==> config.mk <==
export PLATFORM = sky130hd
export DESIGN_NAME = alf_sizer
export DESIGN_NICKNAME = d
export VERILOG_FILES = /design/src/rtl/core/alf_pkg.sv /design/src/rtl/core/alf_sizer.sv
export SDC_FILE = /design/constraint.sdc
export NUM_CORES = 1
export LEC_CHECK = 0
export ABC_AREA = 1
export ABC_CLOCK_PERIOD_IN_PS = 3200
export BUFFER_PORTS_ARGS = -buffer_cell sky130_fd_sc_hd__buf_2
export CAP_MARGIN = 20
export CORE_MARGIN = 2
export CORE_UTILIZATION = 55
export DETAILED_ROUTE_END_ITERATION = 10
export PLACE_DENSITY = 0.79
export SETUP_SLACK_MARGIN = 0.2
export SLEW_MARGIN = 0
export SYNTH_ARGS = -nofsm -noshare
export SYNTH_HDL_FRONTEND = slang
export SYNTH_SLANG_ARGS = --single-unit
==> constraint.sdc <==
create_clock -name clk -period 3.2 [get_ports clk]
set_input_delay 0.32 -clock clk [delete_from_list [all_inputs] [get_ports clk]]
set_output_delay 0.32 -clock clk [all_outputs]
set_load 0.005 [all_outputs]
==> src/rtl/core/alf_pkg.sv <==
`default_nettype none
package alf_pkg;

	localparam int NumBlocks = 4096;
	localparam int WordBits = 64;
	localparam int NumWords = NumBlocks / WordBits;
	localparam int BitW = $clog2(WordBits);
	localparam int WordAddrW = $clog2(NumWords);
	localparam int BlockW = $clog2(NumBlocks);
	localparam int CountW = BlockW + 1;
	localparam int MaxRun = 64;
	localparam int RunW = $clog2(MaxRun + 1);

	typedef enum logic [2:0] {
		CMD_ALLOC_BYTES = 3'd0,
		CMD_ALLOC_ONE   = 3'd1,
		CMD_FREE_CHK    = 3'd2,
		CMD_FREE        = 3'd3,
		CMD_REINIT      = 3'd4
	} cmd_t;

	typedef enum logic [2:0] {
		ST_GIVEN    = 3'd0,
		ST_NOTHING  = 3'd1,
		ST_NOSPACE  = 3'd2,
		ST_TOOLARGE = 3'd3,
		ST_FREED    = 3'd4,
		ST_IGNORED  = 3'd5,
		ST_REINIT   = 3'd6
	} status_t;

	typedef enum logic [1:0] {
		REG_BLOCK_SIZE_LOG2 = 2'd0,
		REG_TOTAL_BLOCKS    = 2'd1,
		REG_LOCAL_SERVER    = 2'd2
	} reg_idx_t;

	typedef enum logic [2:0] {
		S_IDLE,
		S_DISPATCH,
		S_CHECK,
		S_LOAD,
		S_GIVE,
		S_FREE
	} state_t;

	typedef struct packed {
		logic                 rd_en;
		logic [WordAddrW-1:0] rd_addr;
		logic                 wr_en;
		logic [WordAddrW-1:0] wr_addr;
		logic [WordBits-1:0]  wr_data;
		logic                 clear;
	} map_req_t;

	typedef struct packed {
		logic            found;
		logic [BitW-1:0] idx;
	} find_t;

	// lowest set bit of the candidate vector
	function automatic find_t lowest_set(input logic [WordBits-1:0] v);
		find_t r;
		r.found = 1'b0;
		r.idx = '0;
		for (int i = WordBits - 1; i >= 0; i--) begin
			if (v[i]) begin
				r.found = 1'b1;
				r.idx = BitW'(i);
			end
		end
		return r;
	endfunction

endpackage
`default_nettype wire

==> src/rtl/core/alf_sizer.sv <==
`default_nettype none
module alf_sizer
	import alf_pkg::*;
(
	input  wire logic        clk,
	input  wire logic [31:0] bytes,
	input  wire logic [4:0]  size_log2,
	output logic [32:0]      nblocks_s1
);

	logic [32:0] bsize_m1;
	logic [32:0] sum;

	assign bsize_m1 = (33'd1 << size_log2) - 33'd1;
	assign sum = {1'b0, bytes} + bsize_m1;

	always_ff @(posedge clk) begin
		nblocks_s1 <= sum >> size_log2;
	end

endmodule
`default_nettype wire

# Yosys cells after proc, flatten, opt, wreduce, memory -nomap -nowiden

Cells that the tools add are included.

$add $sub $neg: 2
Multiply operators: 0
Divide/modulo/power cells: 0
Order comparisons: 0
Equality and inequality tests: 0
Shifts and indexed selects: 2
Muxes and demuxes: 0
Bitwise gates (word level): 0
Reduce and logical (&&, ||, !) cells: 0

Operators with widths:

| cell                                                | count |
|---|---|
| adder 32 x 33 -> 33 bit                             | 1 |
| << shifter 1 x 5 -> 33 bit (first input constant)   | 1 |
| right shift 33 x 5 -> 33 bit                        | 1 |
| subtractor 33 x 1 -> 33 bit (second input constant) | 1 |

Register bits: 33
Latch bits: 0
Memory bits (writable): 0
Bits in read-only memories: 0
Bits of input ports: 38
Output and inout port bits: 33
Memories kept: 0

# Longest topological paths before layout

Depth after elaboration: 4
Mapped depth: 27
Gate-level depth less buffers: 25

# Worst setup path after synthesis

No wires, ideal clock.

Kind: input-to-reg
From: input size_log2[1]
To: register nblocks_s1[9]
Setup time: 117 ps
Data arrival time: 3109 ps
Required time: 3083 ps
Setup slack: -25 ps
Cell stages on the path: 19
Path buffers: 2
Path through: buf_2 inv_2 buf_2 nor2_1 nand4_1 ha_1 inv_1 fa_1 nand3_1 nand3_1 nand3_1 nand3b_2 or2_1 nand3_1 nand3_1 nand3_1 nand3_1 nand3_1 o21ai_2

Longest elaborated chain between the ends: 4

Ends and longest elaborated chain:

| item                           | line            | source |
|---|---|---|
| start: declaration             | alf_sizer.sv:7  | `input wire logic [4:0] size_log2,` |
| << shifter 1 x 5 -> 33 bit     | alf_sizer.sv:14 | `assign bsize_m1 = (33'd1 << size_log2) - 33'd1;` |
| subtractor 33 x 1 -> 33 bit    | alf_sizer.sv:14 |  |
| adder 32 x 33 -> 33 bit        | alf_sizer.sv:15 | `assign sum = {1'b0, bytes} + bsize_m1;` |
| right shift 33 x 5 -> 33 bit * | alf_sizer.sv:18 | `nblocks_s1 <= sum >> size_log2;` |
| end signal: assignment         | alf_sizer.sv:18 |  |
| end: declaration               | alf_sizer.sv:8  | `output logic [32:0] nblocks_s1` |

Every way passes the cells marked *; elsewhere a longest branch is shown, timed or not.

# Worst setup path in the final report

From: input size_log2[0]
To: register nblocks_s1[2]

The elaborated chain is that of the path after synthesis.

==> impl_metrics.json <==
{
  "dpl.hpwl_um": 16200,
  "viasPerCell": 5.80,
  "synthesis.area_mm2": 0.00599,
  "die_h_um": 108,
  "seq_area_frac_synth_pct": 11.0,
  "drc_errors": 0,
  "async_reset_ff_share_pct": 0,
  "setup.worst_path.start": "size_log2[0]",
  "drive_gt1_share_pct": 41.2,
  "critPathLaunchType": "input port",
  "yosys-top-cells-count": "nand2_1, nand3_1, inv_1",
  "ir_worst_vdd_mv": 0.265,
  "drv_cap": 0,
  "switchingPower_mw": 1.33,
  "diodes": 0,
  "max_freq_ghz": 0.325,
  "ys_warn_count": 0,
  "die-area_mm2": 0.0117,
  "cts_tree": "built",
  "yosysTopAreaCellShare_pct": 19.2,
  "period_needed_ps": 3070,
  "top_register": "nblocks_s1",
  "portBuffers": 70,
  "place_congestion": 1.03,
  "clock_path_buffers": 2,
  "reg_top3": "nblocks_s1: 33 flops",
  "grt_pass1_vias": 6563,
  "grt_pass1_wl_um": 31400,
  "syn-num-nets": 1190,
  "grt.total_usage_pct": 34.1,
  "cts-root-buf": "clkbuf_8",
  "clkPwrFrac_pct": 11.4,
  "grt_max_degree": 35,
  "cts_hold_buf": 0,
  "status": "finished, final reports clean",
  "cts.sinks": 33,
  "path_clk_slew_ps": 60,
  "syn_to_final_growth_pct": 50.2,
  "drtPass1Iterations": 6,
  "setup_slack_ps": 126,
  "htree_levels": 2,
  "place_ws_ps": -265,
  "power_frac_comb_pct": 71.1,
  "required_ps": 3380,
  "timing.setup.tns_ps": 0,
  "arrival_ps": 3250,
  "path_class": "input port to register",
  "die_w_um": 108,
  "endpoint_kind": "register",
  "routed_wl_um": 23900,
  "rsz0062_at_grt": "true",
  "antenna_found_initial": 0,
  "start_util_pct": 55.8,
  "power.density_mw_per_mm2": 298,
  "p_leak_nw": 4.80,
  "final_max_slew_viol_count": 0,
  "max-slew-margin-rel_pct": 68.8,
  "p_sw_share_pct": 49.4,
  "post_drt_wl_per_cell_um": 17.5,
  "synth_area_leader_cell": "nand2_1",
  "coreArea_mm2": 0.0107,
  "setup_viol": 0,
  "timing.final.hold_violations": 0,
  "synth_cells": 1088,
  "hold_slack_ps": 430,
  "pin_count": 71,
  "syn_avg_cell_area_um2": 5.51,
  "p_seq_share_pct": 17.5,
  "synth_area_leaders": "nand2_1, nand3_1, inv_1",
  "drt_iter0_drc": 854,
  "crit_path_end": "nblocks_s1[2]$_DFF_P_",
  "nets": 1329,
  "cp_max_fo": 4,
  "hold_path.class": "input port to register",
  "fin_crit_sh_pct": 96.1,
  "grt_overflow": 0,
  "synth-main-ff-cell": "dfxtp_1",
  "synth.most_common_cell": "nand2_1",
  "synth_enable_flop_cells": 0,
  "cts_inserted_buffers": 5,
  "antenna_left": 0,
  "vias": 7938,
  "rows": 38,
  "largest_reg_flops": 33,
  "synth-seq-cells": 33,
  "synth.distinct_cells": 39,
  "tightest_slew_ps": 468,
  "internal_power_mw": 1.36
}
==> power groups by stage <==
stage / clock [mW] / sequential, mW / combinational [mW]
3_5_place_dp: 0 / 0.479 / 1.39
6_report: 0.307 / 0.469 / 1.91
2_1_floorplan: 0 / 0.487 / 0.911
5_1_grt: 0.329 / 0.474 / 2.05
3_3_place_gp: 0 / 0.478 / 1.37
4_1_cts: 0.308 / 0.469 / 1.46
==> worst min-delay path by stage <==
stage / from / end / slack [ps] / depth (start not counted)
after global routing: size_log2[4] / nblocks_s1[28]$_SDFF_PP0_ / 450 / 3
after CTS: size_log2[4] / nblocks_s1[28]$_SDFF_PP0_ / 430 / 3
after global placement: nblocks_s1[19]$_SDFF_PP0_ / nblocks_s1[19] / 690 / 1
final: size_log2[4] / nblocks_s1[28]$_SDFF_PP0_ / 430 / 3
after detailed placement: nblocks_s1[8]$_DFF_P_ / nblocks_s1[8] / 690 / 1
after floorplan: nblocks_s1[0]$_DFF_P_ / nblocks_s1[0] / 600 / 0
==> through the flow <==
| step | area, um^2 | total power [mW] | instances | utilization (%) |
|---|---|---|---|---|
| 2_1_floorplan | 6080 | 1.40 | 1088 | - |
| 3_3_place_gp | 7200 | 1.85 | 1352 | 67.0 |
| 3_5_place_dp | 7200 | 1.87 | 1352 | 67.0 |
| 4_1_cts | 7530 | 2.24 | 1360 | 70.1 |
| 5_1_grt | 9000 | 2.86 | 1368 | 83.8 |
| 6_report | 9000 | 2.69 | 1368 | 83.8 |
==> critical path, stage by stage <==
cell,delay (ps)
buf_8,110
buf_4,160
nor2_4,140
buf_12,140
nand4_1,120
ha_1,300
inv_1,110
ha_4,240
nand2_2,110
inv_1,50
nand2_1,60
nand2_1,110
a21oi_2,300
nand2_8,120
nand2_4,120
nand2_2,70
nand2_1,70
nand3_2,110
nand2_1,100
nand2_2,70
nand3_2,110
nand3_2,100
nand3_2,90
nand2_2,40
==> layer usage <==
layer  global-route usage, %  vias up  wire [um]
met3                    4.88      154       2250
li1                        -     3720          -
met4                    11.2        0       1480
met1                    44.0     3589       8790
met2                    58.2      475      11400
met5                       0        -          0
==> kinds of logic (layout without fill, tap and decap cells) <==
| kind of cell | after synthesis | after routing | share of synthesized area, % |
|---|---|---|---|
| xor+xnor | 11 | 11 | 1.61 |
| flops | 33 | 33 | 11.0 |
| fa+ha+maj | 64 | 64 | 13.5 |
| compound gates | 39 | 39 | 4.01 |
| mux | 2 | 2 | 0.334 |
| buf+inv | 264 | 404 | 17.2 |
| simple gates | 675 | 675 | 52.3 |
==> repair_timing <==
| action | 4_1_cts | 5_1_grt |
|---|---|---|
| cloned | 0 | 0 |
| setup endpoints to repair | 32 | 32 |
| buffers inserted | 0 | 8 |
| hold endpoints to repair | 0 | 0 |
| pin swaps | 2 | 103 |
| resized for setup | 48 | 307 |
==> final cells by class <==
cell class,instances,area [um^2]
multi-input cells,791,5930
fillers,696,1740
repair buffers,171,1310
inverters,225,850
flip-flops and latches,33,661
well taps,140,175
clock buffers,6,72.6
clock inverters,2,10.0
==> placed cells by master, fill, tap and decap left out, types with 3 or more instances in the layout <==
master and count:
or2_2 4, clkbuf_8 5, nand4_1 20, nor2_4 19
a21oi_2 10, nor3_1 3, buf_4 82, ha_1 28
nand3b_4 3, nand3_4 15, nand3_1 146, inv_2 20
buf_12 10, nor3_4 6, nand2_1 223, nor2_1 27
o21ai_0 6, nand3b_1 3, buf_6 7, xor2_1 3
a21oi_4 3, o211ai_1 10, nand2_2 79, ha_4 33
nand3_2 85, nor2_2 14, dfxtp_1 33, buf_2 67
buf_8 5, inv_1 203, a21oi_1 4, nand2_4 21
xnor2_1 4
(Power assumes the default switching activity.)
