--- src/rtl/core/alf_pkg.sv ---
`default_nettype none
package alf_pkg;

	localparam int NumBlocks = 4096;
	localparam int WordBits = 64;
	localparam int NumWords = NumBlocks / WordBits;
	localparam int BitW = $clog2(WordBits);
	localparam int WordAddrW = $clog2(NumWords);
	localparam int BlockW = $clog2(NumBlocks);
	localparam int CountW = BlockW + 1;
	localparam int MaxRun = 64;
	localparam int RunW = $clog2(MaxRun + 1);

	typedef enum logic [2:0] {
		CMD_ALLOC_BYTES = 3'd0,
		CMD_ALLOC_ONE   = 3'd1,
		CMD_FREE_CHK    = 3'd2,
		CMD_FREE        = 3'd3,
		CMD_REINIT      = 3'd4
	} cmd_t;

	typedef enum logic [2:0] {
		ST_GIVEN    = 3'd0,
		ST_NOTHING  = 3'd1,
		ST_NOSPACE  = 3'd2,
		ST_TOOLARGE = 3'd3,
		ST_FREED    = 3'd4,
		ST_IGNORED  = 3'd5,
		ST_REINIT   = 3'd6
	} status_t;

	typedef enum logic [1:0] {
		REG_BLOCK_SIZE_LOG2 = 2'd0,
		REG_TOTAL_BLOCKS    = 2'd1,
		REG_LOCAL_SERVER    = 2'd2
	} reg_idx_t;

	typedef enum logic [2:0] {
		S_IDLE,
		S_DISPATCH,
		S_CHECK,
		S_LOAD,
		S_GIVE,
		S_FREE
	} state_t;

	typedef struct packed {
		logic                 rd_en;
		logic [WordAddrW-1:0] rd_addr;
		logic                 wr_en;
		logic [WordAddrW-1:0] wr_addr;
		logic [WordBits-1:0]  wr_data;
		logic                 clear;
	} map_req_t;

	typedef struct packed {
		logic            found;
		logic [BitW-1:0] idx;
	} find_t;

	// lowest set bit of the candidate vector
	function automatic find_t lowest_set(input logic [WordBits-1:0] v);
		find_t r;
		r.found = 1'b0;
		r.idx = '0;
		for (int i = WordBits - 1; i >= 0; i--) begin
			if (v[i]) begin
				r.found = 1'b1;
				r.idx = BitW'(i);
			end
		end
		return r;
	endfunction

endpackage
`default_nettype wire

--- src/rtl/core/alf_bitmap.sv ---
`default_nettype none
module alf_bitmap
	import alf_pkg::*;
(
	input  wire logic                clk,
	input  wire logic                arst_n,
	input  wire map_req_t            req,
	output logic [WordBits-1:0]      rdata
);

	logic [WordBits-1:0] mem [NumWords];
	logic [NumWords-1:0] row_valid_q;
	logic [WordBits-1:0] rd_word_q;
	logic                rd_valid_q;

	always_ff @(posedge clk) begin
		if (req.wr_en) begin
			mem[req.wr_addr] <= req.wr_data;
		end
		if (req.rd_en) begin
			rd_word_q <= mem[req.rd_addr];
		end
	end

	// rows never written since reset or reinit read as all free
	always_ff @(posedge clk or negedge arst_n) begin
		if (!arst_n) begin
			row_valid_q <= '0;
			rd_valid_q <= 1'b0;
		end else begin
			if (req.clear) begin
				row_valid_q <= '0;
			end else if (req.wr_en) begin
				row_valid_q[req.wr_addr] <= 1'b1;
			end
			if (req.rd_en) begin
				rd_valid_q <= row_valid_q[req.rd_addr];
			end
		end
	end

	assign rdata = rd_valid_q ? rd_word_q : '0;

endmodule
`default_nettype wire

--- config.mk ---
export PLATFORM = sky130hd
export DESIGN_NAME = alf_bitmap
export DESIGN_NICKNAME = d
export VERILOG_FILES = /design/src/rtl/core/alf_pkg.sv /design/src/rtl/core/alf_bitmap.sv
export SDC_FILE = /design/constraint.sdc
export NUM_CORES = 2
export LEC_CHECK = 0
export BUFFER_PORTS_ARGS = -buffer_cell sky130_fd_sc_hd__buf_2
export CORE_ASPECT_RATIO = 1.2
export CORE_MARGIN = 5
export CORE_UTILIZATION = 45
export DETAILED_ROUTE_END_ITERATION = 7
export PLACE_DENSITY = 0.61
export SYNTH_ARGS = -nofsm -noshare
export SYNTH_HDL_FRONTEND = slang
export SYNTH_SLANG_ARGS = --single-unit
--- constraint.sdc ---
create_clock -name clk -period 3.8 [get_ports clk]
set_input_delay 0.19 -clock clk [delete_from_list [all_inputs] [get_ports clk]]
set_output_delay 0.19 -clock clk [all_outputs]
set_load 0.02 [all_outputs]
Word-level counts from Yosys, hierarchy flattened:

Memory sizes are Yosys's and may differ from the RTL's. A register that Yosys moved wholly into a read port is not among the register bits.
Index checks and enable logic that the tools add are counted.
W data, S select, Z words.

* output and inout port bits: 64
* memories: 1
* RAM bits: 4096
* logic and storage cells: 18
* memory bits (read-only): 0
* bits in latches: 0
* bits in registers: 65

* shift-type cells: 0
* reductions and logical operators: 2
* add/sub/neg operators: 0
* divide/modulo/power cells: 0
* $lt $le $gt $ge: 3
* mux-type cells: 9
* equality and inequality tests: 0
* $mul: 0
* bitwise logic cells: 1

Memories
* mem: depth 64, bits a word 64, rd ports 1, clocked after Yosys merged registers in 1, write ports 1, RTL line alf_bitmap.sv:11 `logic [WordBits-1:0] mem [NumWords];`

Operators with widths (number)
* $mux W64: 3
* $or A64 B64 Y64: 1
* $lt A6 B7 Y1 const B: 2
* $bmux W1 S6: 1
* $demux W1 S6: 1
* $ge A6 B1 Y1 const B: 1
* $mux W1: 4
* $reduce_bool A2 Y1: 1
* $logic_and A1 B1 Y1: 1

Longest topological paths before layout:

* depth after elaboration: 7
* gate-level depth with buffers: 9
* gate-level depth less buffers: 5

Worst setup path after synthesis:

Ideal clock, no wire load.

* path kind: input port to flip-flop
* start: in req[70] in the netlist's numbering
* end: mem mem[48][0] (enable)
* data arrival time: 6940 ps
* path buffers: 1
* cell stages on the path: 4
* slack: -3787 ps
* data required time: 3153 ps
* cell sequence: clkbuf_1 -> nand3_1 -> or2_2 -> nor4_1

RTL lines
* start, declared: RTL line alf_bitmap.sv:7 `input wire map_req_t req,`
* end, declared: RTL line alf_bitmap.sv:11

Straight into the memory's write port.

Worst setup path after layout:

* start: reg rd_valid_q
* end: out rdata[46]

* word-level cells in the longest chain between the ends: 1

RTL lines
* start, declared: RTL line alf_bitmap.sv:14 `logic rd_valid_q;`
* start signal, assigned: RTL line alf_bitmap.sv:37 `rd_valid_q <= row_valid_q[req.rd_addr];`
* $mux W64: RTL line alf_bitmap.sv:42 `assign rdata = rd_valid_q ? rd_word_q : '0;`
* end, declared: RTL line alf_bitmap.sv:8 `output logic [WordBits-1:0] rdata`

Every way passes these cells.

==> flow_results.org <==
** Clock tree
- CTS tree :: yes
- Clock latency at the later pin of the worst-skew pair :: 0.94 ns
- H-tree levels :: 5
- Inserted Clock Buffers :: 404
- Post-CTS repair changed the size of 0 cells.
- Clk Tree Root Cell :: sky130_fd_sc_hd__clkbuf_16
- Reg clk slew, reported paths :: 0.06 ns
- Quantity of hold-fixing buffers added after cts :: 73
- After clock tree synthesis, the setup repair step added 0 buffers.
- No sink is reached through more buffers than the 4 on the longest clock path.
- The tree built by TritonCTS fans out to 4,225 sinks.

** Final layout
- Final Non-Filler Cells :: 12,100
- Fill cell total of the finished layout :: 26,900
- Commonest cells after routing, fill and taps aside :: 4,160 x sky130_fd_sc_hd__edfxtp_1, 1,289 x sky130_fd_sc_hd__mux4_2, 411 x sky130_fd_sc_hd__clkbuf_16
- The final layout contains 7,105 nets.
- The library cell used most frequently in the layout, excluding fill and tap cells, is sky130_fd_sc_hd__edfxtp_1.
- Relative to the synthesized area, the layout overhead comes to 15.1%.
- Share of cells above drive strength 1 :: 0.331

** STA
- Hold slack :: 0.0371 ns
- For the pin with the worst max-slew slack, the measured transition is 1.08 ns.
- Measured against its own limit, the worst slew margin works out to 0.278.
- Tcrit/Tclk final :: 0.779
- Final-report max-slew violation count :: 0
- Final-report hold violation count :: 0
- Fin crit period :: 2.96 ns
- Setup violations remaining at the end of the flow were counted as 0.
- Worst clock skew :: 0.0746 ns
- Adding up every negative setup slack in the final design gives 0 ns.
- Max Clock Freq :: 0.338 GHz
- Setup repair after global routing missed its margin :: false
- Worst-case setup margin in the final layout :: 0.838 ns

** Placed design
- The congestion estimate from routability-driven global placement came to 0.752.
- The wire-length estimate of the detail-placed layout is 233,000 microns.
- At the placement stage, the worst setup path has a slack of 0.693 ns.
- Number of buffer cells added on primary ports :: 144
- Cell total after placement :: 11,200

** Global routing
- Vias in the first global route :: 77,600
- Entering global routing, the biggest net connects 79 pins.
- Total global-route track usage :: 0.248
- Residual overflow from global routing :: 0
- The number of antenna violations at the first check in global routing is 34.
- The first global-routing pass estimated 633,000 microns of wire.

** Worst setup path
- The slowest stage of the critical path is the sky130_fd_sc_hd__dfrtp_4 cell.
- Chain of cells forming the critical path :: buf_4 -> and2_1 -> buf_2
- Crit path arrival time :: 2.77 ns
- STA classifies the critical path endpoint as an output pin.
- The worst setup path is of the reg2out kind.
- Kind of cell with the highest combined delay on the critical path :: flip-flops
- Category of the worst setup path launch point :: register
- On the worst path, the slowest cell contributes a delay of 1.07 ns.
- The number of buffers and inverters on the critical path is 2.
- Critical path data required time :: 3.61 ns
- In this run the worst path has a maximum fanout of 27.

** Synth
- Of the synthesized area, sequential elements account for 0.791.
- Of the post-synthesis cell area, the dominant cell type holds 0.781.
- Top cell type by total area after synthesis :: sky130_fd_sc_hd__edfxtp_1
- Number of synthesis warnings :: 0
- Dividing the synthesized area by the synthesized cell count gives 25.1 sq um.
- Counting every net in the synthesized netlist gives 6,463.
- By area the synthesized netlist is led by sky130_fd_sc_hd__edfxtp_1 78%, sky130_fd_sc_hd__mux4_2 18%, sky130_fd_sc_hd__dfrtp_1 1.0%.
- After synthesis, the netlist uses 30 different library cells.
- Post-synthesis instance area :: 160,000 sq um
- Register bit total from synthesis :: 4,225
- Synthesis produced a netlist whose cell count is 6,382.

** Detailed routing
- The count of nets left with antenna violations once routing finished came out at 0.
- For this run, design rule violations remaining after detail routing come to 0.
- After detailed routing, the number of vias per cell comes to 6.37.
- Total iterations of the first detailed-routing run :: 6
- Number of violations reported at the end of detailed-routing iteration 0 :: 10,700
- Via count of the routed design :: 76,800
- Summed over all layers, the routed wires come to 459,000 microns.
- In the final routed layout, each cell accounts on average for 38.1 microns.

** Floorplanning
- The total area inside the core boundary comes to 353,000 sq um.
- Die span in x :: 554 microns
- IO Pins :: 145
- Initial cell density of the core :: 0.452
- The die covers 367,000 sq um.
- In this run the vertical extent of the chip is 663 microns.
- Cell Rows :: 239

** Pwr
- In this run the static leakage power is 57.4 nW.
- The worst-case IR drop observed on VDD is 0.385 mV.
- Power spread over the standard cell area amounts to 522 nW/um^2.

** Worst hold path
- The min-delay analysis places its worst path in the category in2reg.

** Flow run
- Max-capacitance violation count :: 0

** Run status
- The flow ran to the end, and the final reports show no timing, DRC or antenna violations.
[state kept, by name, indices dropped and copies added, names as in the netlist]
signal and cells:
mem 4096, rd_valid_q 1, rd_word_q 64, row_valid_q 64
[final timing paths]
check	start	end	slack, ns	depth (start not counted)
setup / recovery	rd_valid_q	rdata[46]	0.84	3
setup reg to reg	row_valid_q[55]	rd_valid_q	1.39	6
hold / removal	req[19]	mem[28][18]	0.04	1
min in group asynchronous	arst_n	row_valid_q[62]	0.05	2
hold reg to reg	row_valid_q[35]	row_valid_q[35]	0.49	2
max in group asynchronous	arst_n	row_valid_q[16]	2.88	3
[worst reg2reg max path: cells and delay by family (launching register included)]
kind | cells | cell delay [ns]
AO/OA/AOI/OAI | 4 | 0.74
buffers and inverters | 1 | 0.58
flip-flops | 1 | 0.38
multiplexers | 1 | 0.54
[cell families after synthesis]
kind of cell | Yosys count | share of synthesized area
flip-flops | 4225 | 0.791
multiplexers | 1309 | 0.183
AO/OA/AOI/OAI | 144 | 0.00672
AND/OR/NAND/NOR | 360 | 0.00990
buffers and inverters | 344 | 0.00913
[where the power goes]
part	leakage, nW	switching [mW]	internal [mW]	total, mW
combinational	12.7	2.62	1.95	4.57
sequential	38.4	0.186	51.6	51.8
clock	6.26	17.2	22.4	39.6
total	57.4	20.0	76.0	96.0
[stage by stage]
| stage | util | cell area (sq um) | total power [mW] |
|---|---|---|---|
| after floorplan | - | 160000 | 55.3 |
| after global placement | 0.482 | 170000 | 57.2 |
| after detailed placement | 0.482 | 170000 | 57.3 |
| after CTS | 0.520 | 184000 | 96.6 |
| after global routing | 0.521 | 184000 | 98.7 |
| final | 0.521 | 184000 | 96.0 |
[final cells by class]
class	instances	area [sq um]	share of cell area
Tap cell	4699	5880	0.0320
Multi-Input combinational cell	1813	32400	0.176
Clock inverter	247	2320	0.0126
Inverter	2	7.51	0.0000408
Clock buffer	478	10500	0.0573
Timing Repair Buffer	578	6260	0.0340
Sequential cell	4225	127000	0.688
Antenna cell	11	27.5	0.000150
[metal layers]
| layer | GRT usage | vias to the layer above | share of wire |
|---|---|---|---|
| met5 | 0 | - | 0.00019 |
| met2 | 0.411 | 4303 | 0.50 |
| met3 | 0.0411 | 883 | 0.090 |
| met4 | 0.0783 | 16 | 0.036 |
| met1 | 0.340 | 42600 | 0.37 |
| li1 | - | 29000 | - |
[Yosys cell counts]
cell	number
sky130_fd_sc_hd__or3_1	1
sky130_fd_sc_hd__clkbuf_1	206
sky130_fd_sc_hd__or2_2	1
sky130_fd_sc_hd__nor2b_1	7
sky130_fd_sc_hd__buf_6	3
sky130_fd_sc_hd__inv_1	2
sky130_fd_sc_hd__edfxtp_1	4160
sky130_fd_sc_hd__buf_4	2
sky130_fd_sc_hd__a41o_1	1
sky130_fd_sc_hd__mux2i_1	20
sky130_fd_sc_hd__nor4_1	1
sky130_fd_sc_hd__or3b_2	1
sky130_fd_sc_hd__a21oi_1	4
sky130_fd_sc_hd__nand4_1	1
sky130_fd_sc_hd__buf_2	111
sky130_fd_sc_hd__nand2_1	74
sky130_fd_sc_hd__mux4_2	1289
sky130_fd_sc_hd__and2_1	66
sky130_fd_sc_hd__nand2b_1	3
sky130_fd_sc_hd__dfrtp_1	65
sky130_fd_sc_hd__nand3b_1	2
sky130_fd_sc_hd__a311oi_1	2
sky130_fd_sc_hd__nor3_1	4
sky130_fd_sc_hd__a31oi_1	3
sky130_fd_sc_hd__a211oi_1	1
sky130_fd_sc_hd__o21ba_2	1
sky130_fd_sc_hd__nand3_1	11
sky130_fd_sc_hd__nor2_1	188
sky130_fd_sc_hd__a22oi_1	132
sky130_fd_sc_hd__buf_1	20
(Power assumes the default switching activity.)
